**config.mk**
```make
export PLATFORM = sky130hd
export DESIGN_NAME = opf_cell
export DESIGN_NICKNAME = d
export VERILOG_FILES = /design/src/rtl/obstacle_point_persistence_filter_defines.svh /design/src/rtl/opf_cell.sv
export SDC_FILE = /design/constraint.sdc
export NUM_CORES = 1
export LEC_CHECK = 0
export BUFFER_PORTS_ARGS = -buffer_cell sky130_fd_sc_hd__buf_2
export CAP_MARGIN = 20
export CORE_UTILIZATION = 44
export DETAILED_ROUTE_END_ITERATION = 6
export GPL_ROUTABILITY_DRIVEN = 0
export PLACE_DENSITY = 0.86
export SETUP_SLACK_MARGIN = 0.1
export SYNTH_ARGS = -nofsm -noshare
export SYNTH_HDL_FRONTEND = slang
export SYNTH_SLANG_ARGS = --single-unit
export TNS_END_PERCENT = 5
```
**constraint.sdc**
```tcl
create_clock -name clk -period 2.3 [get_ports clk]
set_clock_uncertainty 0.05 [all_clocks]
set_input_delay 0.46 -clock clk [delete_from_list [all_inputs] [get_ports clk]]
set_output_delay 0.46 -clock clk [all_outputs]
set_load 0.01 [all_outputs]
```
**src/rtl/obstacle_point_persistence_filter_defines.svh**
```systemverilog
// Assertion macros for the obstacle point persistence filter.
// Taken in by the top level only; needs clk and rst in scope.
`ifndef OBSTACLE_POINT_PERSISTENCE_FILTER_DEFINES_SVH
`define OBSTACLE_POINT_PERSISTENCE_FILTER_DEFINES_SVH

// antecedent holds, consequent holds in the same cycle
`define OPF_ASSERT_NOW(lbl, ante, cons, msg) \
  lbl: assert property (@(posedge clk) disable iff (rst) (ante) |-> (cons)) else $error(msg);

// antecedent holds, consequent holds in the next cycle
`define OPF_ASSERT_NEXT(lbl, ante, cons, msg) \
  lbl: assert property (@(posedge clk) disable iff (rst) (ante) |=> (cons)) else $error(msg);

`endif

```
**src/rtl/opf_cell.sv**
```systemverilog
// One table slot of the rotating entry ring.
// Takes its neighbour's entry on each advance, or the write data at its own position.
module opf_cell #(
  parameter int EW    = 48,
  parameter int IDX_W = 6,
  parameter int POS   = 0
) (
  input  logic             clk,
  input  logic             advance,
  input  logic [IDX_W-1:0] wr_pos,
  input  logic [EW-1:0]    wr_data,
  input  logic [EW-1:0]    nbr,
  output logic [EW-1:0]    data
);

  logic hit;

  assign hit = (wr_pos == IDX_W'(POS));

  always_ff @(posedge clk) begin
    if (advance) begin
      data <= hit ? wr_data : nbr;
    end
  end

endmodule

```
==> results.py <==
metrics = {
    "run_status": {
        "outcome": "finished, violations left",
        "violations": "design-rule violations",
    },
    "timing": {
        "setup_viol": 0,
        "worst_pin_slew_ps": 601.1,
        "slew_viol_final": 0,
        "min_period_ps": 1567,
        "hold_viol": 0,
        "max_freq_mhz": 638.2,
        "fin_ws_ps": 733.1,
        "finalSetupTns_ps": 0,
        "fin_crit_sh_pct": 68.13,
        "rsz0062_at_grt": "no",
        "relSlewSlack_pct": 59.92,
    },
    "power": {
        "cellLeakagePower_nw": 1.434,
        "ir_drop_mv": 0.3423,
        "p_per_area_mw_per_mm2": 592.2,
    },
    "logic_synthesis": {
        "ys_ff_latch": 48,
        "yosysWarnings": 0,
        "avgSynthCellArea_um2": 20.33,
        "synth_cell_types": 8,
        "seq_area_frac_synth_pct": 68.17,
        "syn_nets": 208,
        "syn_area_mm2": 0.002115,
        "synth_cells": 104,
    },
    "clocking": {
        "ctsHoldBuffers": 0,
        "cts_setup_buffers": 0,
        "ctsResizeCount": 0,
        "cts_buffers": 5,
        "cts_max_level": 2,
        "clock_sinks": 48,
        "clk_pin_slew_ps": 80,
        "cts_tree": "done",
        "clockBufferDepth": 2,
        "root_buffer": "clkbuf_8",
    },
    "drt": {
        "wire_per_inst_um": 13.68,
        "drt-total-wl_um": 4254,
        "vias": 1503,
        "vias_per_cell": 4.833,
        "drc": 13,
        "drt_iter0_markers": 133,
        "first_pass_iters": 6,
        "ant_nets": 0,
    },
    "finish": {
        "finalNetCount": 363,
        "multi_input_area_um2": 631.9,
        "reg_top3": "data x48",
        "diodes": 0,
        "regMostFlops": "data",
        "largest_register_ffs": 48,
        "area_growth_pct": 41.78,
        "n_fill_cell": 327,
        "seq_area_mm2": 0.001441,
        "drive_above_1_share_pct": 79.92,
    },
    "placed_design": {
        "port_buffers": 151,
        "hpwl_um": 3262,
        "dp_slack_ps": 442.4,
    },
    "global_routing": {
        "antenna_found_initial": 0,
        "grt_overflow": 0,
        "grt_max_degree": 49,
        "grt_pass1_wl_um": 6596,
        "grt_usage_pct": 17.14,
        "grt_pass1_vias": 1531,
    },
    "die": {
        "die_y_um": 71.33,
        "start_util_pct": 47.26,
        "die_area_mm2": 0.005087,
        "core-area_mm2": 0.004474,
        "io_pins": 152,
        "die_w_um": 71.33,
        "rows": 24,
    },
    "worst_setup_path": {
        "worst-path-buf-inv": 2,
        "worst_ep_required_time_ps": 2290,
        "cp_cell_sequence": "buf_2, nor4_1, nand2_2, buf_12, mux2_4",
        "crit_family": "simple AND/OR/NAND/NOR gates",
        "cp_num_cells": 5,
        "end_kind": "flop",
        "crit_arrival_ps": 1560,
        "cp_max_fo": 48,
        "cp_slowest_cell": "mux2_4",
        "max_stage_delay_ps": 330,
        "criticalPathCategory": "in -> reg",
        "start_kind": "primary input",
    },
    "min_path": {
        "hold_path_class": "in -> reg",
        "min_path_cells": 2,
        "min_from": "nbr[9]",
        "hold-path-endpoint": "data[9]",
    },
    "run": {
        "drv_cap": 0,
    },
}
==> kinds of logic after synthesis <==
| kind of cell | synth area share [%] |
|---|---|
| multiplexers | 29.11 |
| buffers and inverters | 2.071 |
| flip-flops | 68.17 |
| AND/OR/NAND/NOR | 0.6507 |
==> power by group <==
group	switching [W]	internal [W]
sequential	0.0000155	0.00104
clock	0.000249	0.000201
combinational	0.000114	0.000154
total	0.000379	0.00140
==> synth_stat cells (all sizes together) <==
cell type / instances / area [um2]
edfxtp: 48 / 1441
mux2: 48 / 615.6
nor4: 1 / 6.260
nand2: 1 / 3.750
buf: 5 / 43.79
nor2: 1 / 3.750
==> final cells by class <==
cell class | instances | share of cell area (%)
Clock buffer | 5 | 2.295
Clock inverter | 2 | 0.2504
Multi-Input combinational cell | 51 | 21.08
Sequential cell | 48 | 48.08
Tap cell | 52 | 2.170
Timing Repair Buffer | 153 | 26.13
==> through the flow <==
stage / power, W / std cells / area, um2 / util [%] / hold slack (ps)
2_1_floorplan: 0.001179 / 104 / 2115 / - / 522.5
3_3_place_gp: 0.001341 / 304 / 2922 / 65.30 / 709.9
3_5_place_dp: 0.001351 / 304 / 2922 / 65.30 / 714.0
4_1_cts: 0.001795 / 311 / 2998 / 67.00 / 409.0
5_1_grt: 0.001854 / 311 / 2998 / 67.00 / 402.5
6_report: 0.001775 / 311 / 2998 / 67.00 / 414.9
==> worst max-delay path by stage <==
stage	from	endpoint	slack (ps)
3_3_place_gp	wr_pos[1]	data[28]	460
6_report	wr_pos[1]	data[42]	730
2_1_floorplan	wr_pos[1]	data[26]	590
3_5_place_dp	wr_pos[1]	data[26]	440
4_1_cts	wr_pos[1]	data[26]	760
5_1_grt	wr_pos[1]	data[45]	720
==> layout by cell type (no fill, tap or decap), drive strengths merged <==
cell,instances
clkbuf,5
nand2,1
nor4,1
edfxtp,48
buf,153
nor2,1
clkinv,2
mux2,48
==> layer usage <==
| layer | GRT usage (%) | vias up | part of all wire, % |
|---|---|---|---|
| li1 | - | 714 | - |
| met1 | 16.65 | 677 | 34 |
| met2 | 32.06 | 103 | 52 |
| met3 | 6.892 | 9 | 13 |
| met4 | 6.889 | 0 | 1.6 |
| met5 | 0 | - | 0 |
(Power assumes the default switching activity.)
