--- src/rtl/obstacle_point_persistence_filter_defines.svh ---
// Assertion macros for the obstacle point persistence filter.
// Taken in by the top level only; needs clk and rst in scope.
`ifndef OBSTACLE_POINT_PERSISTENCE_FILTER_DEFINES_SVH
`define OBSTACLE_POINT_PERSISTENCE_FILTER_DEFINES_SVH

// antecedent holds, consequent holds in the same cycle
`define OPF_ASSERT_NOW(lbl, ante, cons, msg) \
  lbl: assert property (@(posedge clk) disable iff (rst) (ante) |-> (cons)) else $error(msg);

// antecedent holds, consequent holds in the next cycle
`define OPF_ASSERT_NEXT(lbl, ante, cons, msg) \
  lbl: assert property (@(posedge clk) disable iff (rst) (ante) |=> (cons)) else $error(msg);

`endif

--- src/rtl/opf_dist.sv ---
// Squared coordinate differences between a table entry and the point, registered.
// Depends on nothing.
module opf_dist #(
  parameter int COORD_BITS = 16
) (
  input  logic                        clk,
  input  logic                        en,
  input  logic [COORD_BITS-1:0]       ex,
  input  logic [COORD_BITS-1:0]       ey,
  input  logic [COORD_BITS-1:0]       px,
  input  logic [COORD_BITS-1:0]       py,
  output logic [2*COORD_BITS+1:0]     sx,
  output logic [2*COORD_BITS+1:0]     sy
);

  logic signed [COORD_BITS:0] dx;
  logic signed [COORD_BITS:0] dy;
  logic        [COORD_BITS:0] ax;
  logic        [COORD_BITS:0] ay;

  assign dx = $signed({ex[COORD_BITS-1], ex}) - $signed({px[COORD_BITS-1], px});
  assign dy = $signed({ey[COORD_BITS-1], ey}) - $signed({py[COORD_BITS-1], py});
  assign ax = dx[COORD_BITS] ? (COORD_BITS+1)'(-dx) : dx;
  assign ay = dy[COORD_BITS] ? (COORD_BITS+1)'(-dy) : dy;

  always_ff @(posedge clk) begin
    if (en) begin
      sx <= ax * ax;
      sy <= ay * ay;
    end
  end

endmodule

--- config.mk ---
export PLATFORM = sky130hd
export DESIGN_NAME = opf_dist
export DESIGN_NICKNAME = d
export VERILOG_FILES = /design/src/rtl/obstacle_point_persistence_filter_defines.svh /design/src/rtl/opf_dist.sv
export SDC_FILE = /design/constraint.sdc
export NUM_CORES = 1
export LEC_CHECK = 0
export BUFFER_PORTS_ARGS = -buffer_cell sky130_fd_sc_hd__clkbuf_2
export CAP_MARGIN = 20
export CORE_MARGIN = 1
export CORE_UTILIZATION = 62
export CTS_BUF_LIST = sky130_fd_sc_hd__clkbuf_4 sky130_fd_sc_hd__clkbuf_8 sky130_fd_sc_hd__clkbuf_16
export DETAILED_ROUTE_END_ITERATION = 8
export GPL_ROUTABILITY_DRIVEN = 0
export HOLD_SLACK_MARGIN = 0.05
export PLACE_DENSITY = 0.9
export SKIP_LAST_GASP = 1
export SLEW_MARGIN = 30
export SYNTH_ARGS = -nofsm -noshare
export SYNTH_HDL_FRONTEND = slang
export SYNTH_SLANG_ARGS = --single-unit
--- constraint.sdc ---
create_clock -name clk -period 22.5 [get_ports clk]
set_clock_uncertainty 0.2 [all_clocks]
set_input_delay 1.125 -clock clk [delete_from_list [all_inputs] [get_ports clk]]
set_output_delay 1.125 -clock clk [all_outputs]
set_load 0.02 [all_outputs]
==> results of run 1 <==
-- critical path: cells and delay by family --
| family | cells | cell delay, ns |
|---|---|---|
| AND/OR/NAND/NOR | 4 | 1.17 |
| XOR/XNOR | 2 | 0.84 |
| buffers and inverters | 8 | 0.99 |
| adder cells (fa/ha/maj) | 9 | 3.90 |
| AO/OA/AOI/OAI | 11 | 3.10 |
-- path summary, 6_finish.rpt --
path  startpoint      to  slack (ns)  cells past startpoint
max        ey[0]  sy[32]       11.26                     34
min           en   sy[4]        1.03                      1
-- state kept, by name (all words and copies together) (netlist names) --
register / flops
sx: 33
sy: 33
-- cells by family (layout without fill, tap and decap cells) --
| logic type | after synthesis | in the layout | share of synthesized area (%) |
|---|---|---|---|
| buffers and inverters | 653 | 763 | 12.0 |
| adder cells (fa/ha/maj) | 626 | 626 | 51.7 |
| AND/OR/NAND/NOR | 538 | 538 | 11.5 |
| AO/OA/AOI/OAI | 289 | 289 | 9.57 |
| XOR/XNOR | 120 | 120 | 5.23 |
| flip-flops | 66 | 66 | 9.56 |
| multiplexers | 8 | 8 | 0.416 |
| other | 2 | 26 | 0.0362 |
-- cells in the final DEF, fill, tap and decap left out, drive strengths merged, types with 5 or more instances in the layout --
master / instances
or3: 9
buf: 16
clkinv: 9
inv: 596
mux2: 5
nor3: 21
a21oi: 81
o211ai: 6
nor2b: 11
o41ai: 6
fa: 385
o31ai: 13
nand2b: 16
o21a: 22
xor2: 41
edfxtp: 66
a21o: 42
a211oi: 16
nor2: 181
clkbuf: 140
o21bai: 11
conb: 26
nand4: 12
o21ai: 50
or2: 8
nand3: 16
and3: 15
ha: 241
nand2: 219
and2: 17
xnor2: 79
-- area by class of cell --
class / instances / area [um2] / area share (%)
clock buffers: 10 / 233 / 1.05
clock inverters: 6 / 42.5 / 0.192
flip-flops and latches: 66 / 1980 / 8.92
multi-input cells: 1607 / 16400 / 73.7
inverters: 601 / 2260 / 10.2
repair buffers: 146 / 783 / 3.53
well taps: 442 / 553 / 2.49
-- per-layer routing --
| layer | up-vias | track usage (%) | share of wire, % |
|---|---|---|---|
| li1 | 7350 | - | - |
| met1 | 7908 | 33.1 | 35 |
| met2 | 774 | 56.2 | 52 |
| met3 | 214 | 5.35 | 7.1 |
| met4 | 0 | 17.4 | 5.3 |
| met5 | - | 0 | 0 |
-- metrics by stage --
stage | utilization (%) | cells | worst slack, ns | area [um2]
2_1_floorplan | - | 2326 | 12.81 | 20800
3_3_place_gp | 67.0 | 2861 | 11.41 | 21900
3_5_place_dp | 67.0 | 2861 | 11.19 | 21900
4_1_cts | 67.8 | 2877 | 11.48 | 22200
5_1_grt | 67.9 | 2878 | 10.82 | 22200
6_report | 67.9 | 2878 | 11.26 | 22200
==> metrics, run 1 <==
outcome=finished clean; # diodes=0; post-synthesis cell type count=82; total wire length=roughly 49 mm; pin count of the biggest net entering global routing=67; synth warn=0; list of most frequent post-synthesis cells=inv_1, fa_1, ha_1; post_cts resized=0; worst hold path type=input port to register; clk sinks=66; # DRC=0; Fin Hold WS=approximately 1.0 ns; initial core utilization=63.4%; Bufs on Longest Clock Path=2; Req. time, crit path=22.41 ns; drt first pass iters=7; maxcap violations=0; Final nets=3,123; Area contributors post-synth=fa_1, ha_1, inv_1; largest stage delay on the critical path=approximately 0.67 ns; num rows=66; FMAX=around 90 MHz; Post-DP HPWL=between 40 and 50 mm; kind of critical path=input port to register; Post-synth EDFFs=66; die height=185 um; slowest CP cell=xnor2_1; Slew @ Worst Pin=~0.92 ns; Overall Global Routing Usage=a little under a third; post-CTS setup buffer count=0; Die Area=34,200 um2; Detail Route Antenna Nets=0; Worst Path Arrival=11.15 ns; Synth Register Bits=66; share of the synthesized area in the top cell type=37.2%; clock buffer count from CTS=9; Post-Syn Instances=around 2,300; DR vias=16,246; vias per inst=5.64; H-tree levels=3; clock-pin slew on the worst setup and hold paths=~0.060 ns; Final setup viols=0; Worst setup EP type=register; Post-synth ARST share=0%; area leader, netlist=fa_1; global-route wire length before repair=81.9 mm; share of cells above drive strength 1=8.58%; drt initial violations=1,181; total grt overflow=0; Tcrit/Tclk final=approximately 50%; Cell Area, Synth=~21,000 um2; Hold Buf Count CTS=0; CP dominant cell by count=fa_1; FILL cells=2,348; count leader, synth=inv_1; crit-path max FO=10; IO Pins=134; Setup TNS Final=0 ns; Syn-to-layout area delta=7.15%; port bufs=between 100 and 150; max-slew violations=0; Synth Flop Type=edfxtp_1; synthesized area per cell=9.01 um2; Core Region=~33,000 um2; Tmin final=roughly 11 ns; Die Wd=185 um; Max-slew headroom=roughly 39%; vias in the first global route=between 15,000 and 20,000; sequential share of the synthesized area=around a tenth; endpoints failing hold=0; Worst Setup Start Kind=input port; Root Driver=clkbuf_16; wire per inst=between 15 and 20 um; antenna violations before repair=0; RSZ-0062 raised after global routing=no; CTS tree=done
Power of run 1 is left out: the tool's default activity adds up to more than one toggle a clock period on the data nets, which glitch-free logic cannot reach.
==> run 2, diff against run 1 <==
Clock period 22.5 ns to 11.2 ns, I/O delays scaled along.
==> run 2 against run 1 <==
  * Sequential share of layout area about the same
  * Via count is 0.93% higher
  * Cell area grew 0.52%
  * Count of clock-buffer cells in the layout decreased by 1
  * Highest routed layer unchanged
  * Critical endpoint unchanged
  * Worst hold slack lost 0.56 ns
  * Setup slack got worse by 10 ns
  * Die area unchanged
  * Non-clock buffer count grew 11
  * Sequential cell count unchanged
  * Wire length grew 1.3%
  * Global-route usage up 0.72 points
  * First-iteration DRC count grew 7.1%
==> metrics, run 2 (synthesis results as in run 1) <==
IO Pins=134; Req. time, crit path=11.11 ns; Detail Route Antenna Nets=0; Worst Setup Start Kind=input port; wire per inst=17.0 um; crit-path max FO=10; drt initial violations=around 1,300; Syn-to-layout area delta=7.71%; max-slew violations=0; Worst Path Arrival=roughly 10 ns; drt first pass iters=6; total wire length=49.2 mm; # DRC=0; worst hold path type=input port to register; outcome=finished clean; post_cts resized=0; CP dominant cell by count=fa_1; Worst setup EP type=register; commonest non-fill, non-tap cell in the layout=inv_1; RSZ-0062 raised after global routing=no; share of cells above drive strength 1=under 10%; Max-slew headroom=44.9%; port bufs=131; Die Wd=185 um; pin count of the biggest net entering global routing=67; endpoints failing hold=0; post-CTS setup buffer count=0; total grt overflow=0; maxcap violations=0; largest stage delay on the critical path=0.68 ns; Overall Global Routing Usage=31.3%; # diodes=0; Hold Buf Count CTS=0; Setup TNS Final=0 ns; CTS tree=done; top flop regs=sx (33), sy (33); vias per inst=5.68; die height=185 um; Tcrit/Tclk final=92.3%; Die Area=34,200 um2; global-route wire length before repair=83.6 mm; initial core utilization=63.4%; Post-DP HPWL=41.5 mm; clock-pin slew on the worst setup and hold paths=0.06 ns; num rows=66; Slew @ Worst Pin=0.823 ns; Final setup viols=0; Final nets=3,134; clk sinks=66; commonest non-fill, non-tap cells in the layout=inv_1, fa_1, ha_1; Core Region=32,700 um2; antenna violations before repair=0; clock buffer count from CTS=9; DR vias=16,397; Bufs on Longest Clock Path=2; kind of critical path=input port to register; vias in the first global route=18,048; slowest CP cell=xor2_1; Root Driver=clkbuf_16; FMAX=slightly below 100 MHz; H-tree levels=3; Tmin final=10.34 ns
==> run 2: final cells by class <==
class,instances,area [um2]
Multi-Input combinational cell,1607,16400
Clock buffer,9,225
Timing Repair Buffer,157,866
Tap cell,442,553
Inverter,601,2260
Sequential cell,66,1980
Clock inverter,7,91.3
Fill cell,2338,10400
==> run 2: worst paths after layout <==
path              startpoint      to  cells past startpoint  slack, ns
setup / recovery       ey[0]  sy[32]                     33       0.86
hold / removal            en   sy[3]                      1       0.47
==> run 2: through the flow <==
| step | util, % | std cells | hold slack (ns) | instance area (um2) | worst slack, ns |
|---|---|---|---|---|---|
| after floorplan | - | 2326 | 0.472 | 20800 | 2.07 |
| after global placement | 67.3 | 2872 | 0.814 | 22000 | 1.14 |
| after detailed placement | 67.3 | 2872 | 0.814 | 22000 | 0.740 |
| after CTS | 68.2 | 2888 | 0.687 | 22300 | 1.08 |
| after global routing | 68.3 | 2889 | 0.474 | 22300 | 0.423 |
| final | 68.3 | 2889 | 0.474 | 22300 | 0.860 |
==> run 2: worst max-delay path: cells and delay by family <==
| kind | cells | cell delay, ns |
|---|---|---|
| buffers and inverters | 7 | 0.73 |
| AND/OR/NAND/NOR | 3 | 0.99 |
| adder cells (fa/ha/maj) | 9 | 3.93 |
| AO/OA/AOI/OAI | 12 | 3.16 |
| XOR/XNOR | 2 | 0.85 |
==> run 2: metal layers <==
layer  up-vias  part of all wire, %  global-route usage, %
li1       7362                    -                      -
met1      7963                   35                   34.4
met2       816                   51                   56.0
met3       256                  7.1                   5.78
met4         0                  6.3                   19.2
met5         -                    0                      0
Power of run 2 is left out for the same reason.
